### config.mk
export PLATFORM = sky130hd
export DESIGN_NAME = fes_ram
export DESIGN_NICKNAME = d
export VERILOG_FILES = /design/src/rtl/fes_ram.sv
export SDC_FILE = /design/constraint.sdc
export NUM_CORES = 1
export LEC_CHECK = 0
export BUFFER_PORTS_ARGS = -buffer_cell sky130_fd_sc_hd__buf_2
export CAP_MARGIN = 20
export CORE_UTILIZATION = 30
export CTS_CLUSTER_SIZE = 8
export DETAILED_ROUTE_END_ITERATION = 10
export PLACE_DENSITY = 0.53
export SYNTH_ARGS = -nofsm -noshare
export SYNTH_HDL_FRONTEND = slang
export SYNTH_SLANG_ARGS = --single-unit
### constraint.sdc
create_clock -name clk -period 2.6 [get_ports clk]
set_input_delay 0.52 -clock clk [delete_from_list [all_inputs] [get_ports clk]]
set_output_delay 0.52 -clock clk [all_outputs]
set_load 0.02 [all_outputs]
### src/rtl/fes_ram.sv
// Generic RAM with one write port and two read ports sharing a read enable.
// Read data is registered and returns the old contents on a same-address write.
// Has no dependencies.
module fes_ram #(
  parameter int DATA_W = 8,
  parameter int DEPTH  = 16
) (
  input  logic                     clk,
  input  logic                     we,
  input  logic [$clog2(DEPTH)-1:0] waddr,
  input  logic [DATA_W-1:0]        wdata,
  input  logic                     re,
  input  logic [$clog2(DEPTH)-1:0] raddr_a,
  input  logic [$clog2(DEPTH)-1:0] raddr_b,
  output logic [DATA_W-1:0]        rdata_a,
  output logic [DATA_W-1:0]        rdata_b
);

  logic [DATA_W-1:0] mem [DEPTH];

  always_ff @(posedge clk) begin
    if (re) begin
      rdata_a <= mem[raddr_a];
      rdata_b <= mem[raddr_b];
    end
    if (we) begin
      mem[waddr] <= wdata;
    end
  end

endmodule

## Yosys cells after proc, flatten, opt, wreduce, memory -nomap -nowiden

Memories as Yosys holds them, arrays and structs flattened. A register that Yosys moved wholly into a read port is not among the register bits.
Index checks and enable logic that the tools add are counted.
Widths: inputs -> output; s select.

- Flip-flop bits (word level): 0
- Memory bits (writable): 128
- Bits of input ports: 23
- Output and inout bits: 16
- Logic and storage cells: 3
- Memories kept: 1

Memory list:

| name | words | width | read ports | clocked after memory_dff | write ports | RTL line | source |
|---|---|---|---|---|---|---|---|
| mem | 16 | 8 | 2 | 2 | 1 | 19 | `logic [DATA_W-1:0] mem [DEPTH];` |

- Muxes and demuxes: 2

Operators by type and width:

| kind | count |
|---|---|
| $mux 1 | 2 |

## Logic depth before layout (Yosys ltp)

Gate-level depths: netlist of run 1.

- Word-level depth: 2
- Mapped depth: 5
- Mapped depth without buffers: 3

## Worst setup path after synthesis of run 1

Ideal clock, no wire load.

- Path kind: input -> register
- Start point: in waddr[2]
- End point: mem mem[0][0] (enable)
- Library setup time: 0.383 ns
- Data arrival time: 1.630 ns
- Data required time: 2.217 ns
- Slack: 0.587 ns
- Cell stages on the path: 2
- Buffers on the path: 0
- Path through: or3b_2 > nor3_1

RTL lines:

| item | RTL line | source |
|---|---|---|
| start: declaration | 10 | `input logic [$clog2(DEPTH)-1:0] waddr,` |
| end: declaration | 19 |  |

No word-level cell before the write port.

==> reports/qor.txt, run 1 <==
Hold Crit Class = input pin to flop
cts repair resizes = 0
final core occ = 0.366
Reg power frac = 0.479
DRT antenna net count = 0
Longest Clk Path Bufs = 2
CP Cell Sequence = buf_2 > buf_12 > mux4_1 > a22oi_1 > nand2_1
result of the run = complete, no violations
final instance area = 7730 sq um
critical path arrival = 1920 ps
Tmin final = 1780 ps
critical path class = input pin to flop
initial DRC count = 281
CP Depth = 5
Non-Filler Instances = 661
total die area = 22300 sq um
RSZ-0062 raised after global routing = no
Pre-Repair DR Iteration Count = 5
area delta synth->final = 18.8%
GP Congestion = 0.752
initial core utilization = 0.308
Slew HR = 0.685
Largest delay share family, worst path = multiplexers
global-route wire length before repair = 22000 microns
Peak Freq = 562 MHz
Switching Share = 0.218
CTS clock-pin slew for the worst setup and hold paths = 60 ps
power density cells = 716 nW/um^2
internal power = 4.33 mW
Final #Nets = 396
Syn. warnings = 0
Logic pwr share = 0.075
Reg2Reg Depth = 3
largest net degree at the start of global routing = 33
Post-Syn Area per Cell = 21.2 sq um
slowest CP cell = mux4_1
Die X = 149 microns
number of max-cap violations = 0
Post-Syn Area = 6510 sq um
n_diodes = 0
CTS Sinks = 144
crit path launch type = input pin
Clock power frac = 0.446
Worst Tran Pin Value = 473 ps
Synth cell types = 19
DR DRC count = 0
Hold Path Cell Cnt = 1
share of cells above drive strength 1 = 0.352
FP Rows = 53
Pins Over Slew Limit = 0
initial antenna violation count = 0
sequential cell area fraction in the yosys report = 0.665
cts hold-fix bufs = 0
Critical Path Max Stage Delay = 610 ps
Mapped Cells = 307
Placed Instances = 629
final hold vios = 0
DR WL/cell = 22.3 microns
vias in the first global route = 3636
Psw = 1.21 mW
I/O pin cnt = 39
total CTS buffers = 17
VDD IR-drop max = 0.000391 V
crit-path max FO = 32
Post-CTS Repair Setup Buffers = 0
final worst-path cycle share = 0.684
Global Route Usage Sum = 0.140
total number of vias = 3416
Final Skew = 5.54 ps
Die Ht = 149 microns
Yosys reg bits = 144
setup violators final = 0
CTS root buffer = clkbuf_16
Hold WS = 481 ps
Net Count, Synth = 330
type of destination of the critical path = flop
WP buf/inv = 2
I/O Buffers = 38
Final HPWL DP = 10100 microns
dpl cell area = 7120 sq um
clk_lat worst skew = 420 ps
Leak Pwr = 2.63 nW
Via density = 5.17
htree depth = 4
final wirelength = 14700 microns
grt ovf = 0
setup TNS = 0 ps
Crit path required time = 2750 ps
core area = 21200 sq um
CTS tree = built
worst register-to-register path, cell delays in order (launching register included):
cell and delay (ps):
edfxtp_1 380, mux4_1 530, a22oi_1 310, nand2_1 140
cell type report:
cell class | count | area [sq um]
Clock buffer | 17 | 425
Clock inverter | 15 | 184
Fill cell | 1940 | 13400
Multi-Input combinational cell | 143 | 2010
Sequential cell | 144 | 4320
Tap cell | 275 | 344
Timing Repair Buffer | 67 | 445
synthesized netlist by cell type (all sizes together):
library cell   count  area (sq um)
nor2              14          52.6
and2               2          12.5
nor2b              2          12.5
and2b              2          15.0
edfxtp           144          4320
buf               14           113
clkdlybuf4s25      6          60.1
nand2             17          63.8
nor3               4          20.0
mux4              64          1550
nand3              1          5.00
nand3b             2          15.0
a22oi             32           240
or3b               1          8.76
nand2b             2          12.5
power groups by stage:
| stage | sequential (mW) | clock (mW) | combinational, mW |
|---|---|---|---|
| final | 2.65 | 2.47 | 0.415 |
| after global routing | 2.66 | 2.60 | 0.447 |
| after global placement | 2.70 | 0 | 0.421 |
| after floorplan | 2.72 | 0 | 0.234 |
| after CTS | 2.65 | 2.52 | 0.424 |
| after detailed placement | 2.70 | 0 | 0.424 |
stage by stage:
step,total power [mW],setup WS (ps)
3_3_place_gp,3.12,349
4_1_cts,5.59,783
6_report,5.53,821
5_1_grt,5.70,760
3_5_place_dp,3.12,343
2_1_floorplan,2.96,587
worst paths after layout:
path	startpoint	to	slack (ps)
setup / recovery	raddr_b[0]	rdata_b[4]	820
hold / removal	wdata[7]	mem[6][7]	480
setup reg to reg	mem[9][4]	rdata_a[4]	970
hold reg to reg	mem[14][3]	rdata_a[3]	790
layer usage:
layer  vias to the layer above  GRT usage  routed length [microns]
met5                         -          0                        0
met4                         0     0.0429                      194
met3                        19     0.0352                      749
met2                       104      0.237                     7530
met1                      1805      0.177                     6270
li1                       1488          -                        -
flip-flops by register name, summed over array words and instances (netlist names):
signal / flops
rdata_b: 8
rdata_a: 8
mem: 128
placed cells by master, fill, tap and decap left out, drive strengths merged:
cell,synthesis,final
nor2b,2,2
mux4,64,64
and2b,2,2
clkinvlp,0,3
and2,2,2
or3b,1,1
nor2,14,14
clkbuf,0,17
bufinv,0,3
nand3,1,1
nand2b,2,2
nand2,17,17
clkinv,0,6
edfxtp,144,144
inv,0,3
a22oi,32,32
nand3b,2,2
nor3,4,4
buf,14,67
kinds of logic (layout without fill, tap and decap cells):
family | after synthesis | count (layout) | synth area share
compound gates | 32 | 32 | 0.0369
buf+inv | 20 | 99 | 0.0265
flops | 144 | 144 | 0.665
mux | 64 | 64 | 0.238
simple gates | 47 | 47 | 0.0335
(Power assumes the default switching activity.)
==> run 2, diff against run 1 <==
Settings changed: PLACE_DENSITY 0.53 to 0.55.
Clock period 2.6 ns to 1.54 ns, I/O delays scaled along.
==> run 2 against run 1 <==
Net effect: the run now ends with negative setup slack left; clock skew increased by 4.0 ps; clock power increased by 50%; global-route usage increased by 1.2 points; critical path type is now flop to flop; critical path depth decreased by 2; final area increased by 2.8%; wire length increased by 8.0%; flip-flop and latch count unchanged; first-iteration DRC count decreased by 1.4%; final cell count increased by 2.9%.
==> reports/qor.txt, run 2 (synthesized netlist as in run 1, its figures left out) <==
biggest regs = mem x128, rdata_a x8, rdata_b x8
total die area = 22300 sq um
dpl cell area = 7410 sq um
Die Ht = 149 microns
Final Worst Setup Slack = -9.58 ps
CTS clock-pin slew for the worst setup and hold paths = 60 ps
GP Congestion = 0.790
power density cells = 1130 nW/um^2
failing checks = negative setup slack
final instance area = 7950 sq um
Via density = 5.22
total CTS buffers = 17
Crit path required time = 1690 ps
DRT antenna net count = 0
Placed Instances = 649
critical path arrival = 1700 ps
VDD IR-drop max = 0.000720 V
FP Rows = 53
Hold Crit Class = input pin to flop
core area = 21200 sq um
share of cells above drive strength 1 = 0.383
area delta synth->final = 22.2%
result of the run = complete, but fails checks
total number of vias = 3551
Slew HR = 0.214
htree depth = 4
CTS Sinks = 144
initial antenna violation count = 0
Hold WS = 271 ps
clk_lat worst skew = 410 ps
Peak Freq = 645 MHz
number of max-cap violations = 0
final worst-path cycle share = 1.01
most common cell after layout, fill and taps aside = edfxtp_1
Worst Tran Pin Value = 1180 ps
grt ovf = 0
Pre-Repair DR Iteration Count = 4
Final Skew = 9.52 ps
Final HPWL DP = 11100 microns
Top reg by flops = mem
Non-Filler Instances = 680
type of destination of the critical path = flop
max reg flops = 128
Die X = 149 microns
Leak Pwr = 2.73 nW
CTS root buffer = clkbuf_16
I/O Buffers = 38
setup violators final = 1
crit-path max FO = 2
Global Route Usage Sum = 0.153
initial DRC count = 277
n_diodes = 0
Final #Nets = 416
crit path launch type = flop
critical path class = flop to flop
final hold vios = 0
pre-CTS setup slack = -360 ps
Tmin final = 1550 ps
largest net degree at the start of global routing = 17
DR WL/cell = 23.4 microns
CTS tree = built
post-layout power = 8.97 mW
I/O pin cnt = 39
Longest Clk Path Bufs = 2
global-route wire length before repair = 23200 microns
DR DRC count = 0
Pins Over Slew Limit = 0
most frequent cells in the layout = edfxtp_1 (144), buf_2 (38), mux4_2 (36)
vias in the first global route = 3693
final wirelength = 15900 microns
RSZ-0062 raised after global routing = yes
initial core utilization = 0.308
## run 2: path summary, 6_finish.rpt
kind | depth (start not counted) | startpoint | slack, ps | endpoint
hold / removal | 1 | wdata[7] | 270 | mem[6][7]
setup / recovery | 3 | mem[3][7] | -10 | rdata_b[7]
setup reg to reg | 3 | mem[3][7] | -10 | rdata_b[7]
hold reg to reg | 3 | mem[4][1] | 760 | rdata_b[1]
## run 2: area by class of cell
cell class	count	area [sq um]
Timing Repair Buffer	87	733
Clock buffer	21	440
Fill cell	1904	13200
Sequential cell	144	4320
Tap cell	275	344
Clock inverter	10	88.8
Multi-Input combinational cell	143	2020
## run 2: where the power goes
part           leakage, nW  switching, mW  internal (mW)  total, mW
combinational         1.17          0.409          0.372      0.781
sequential            1.32         0.0421           4.44       4.48
clock                0.252           1.51           2.20       3.71
total                 2.73           1.96           7.01       8.97
## run 2: through the flow
| step | TNS [ps] | util |
|---|---|---|
| final | -9.58 | 0.376 |
| after global placement | -10890 | 0.350 |
| after floorplan | -1240 | - |
| after CTS | -20.3 | 0.376 |
| after global routing | -121 | 0.376 |
| after detailed placement | -12020 | 0.350 |
## run 2: critical path: stages (launching register included)
cell	delay, ps
edfxtp_1	380
mux4_4	630
a22oi_2	180
nand2_1	110
## run 2: timing repair
item	in CTS	in global routing
pin swaps	3	1
setup endpoints to repair	3	4
setup buffers	0	0
gates resized for setup	3	0
hold buffers	0	0
## run 2: layer usage
| layer | up-vias | GRT usage | share of wire |
|---|---|---|---|
| met2 | 135 | 0.248 | 0.50 |
| met5 | - | 0 | 0 |
| li1 | 1528 | - | - |
| met4 | 0 | 0.0495 | 0.013 |
| met1 | 1876 | 0.200 | 0.43 |
| met3 | 12 | 0.0388 | 0.057 |
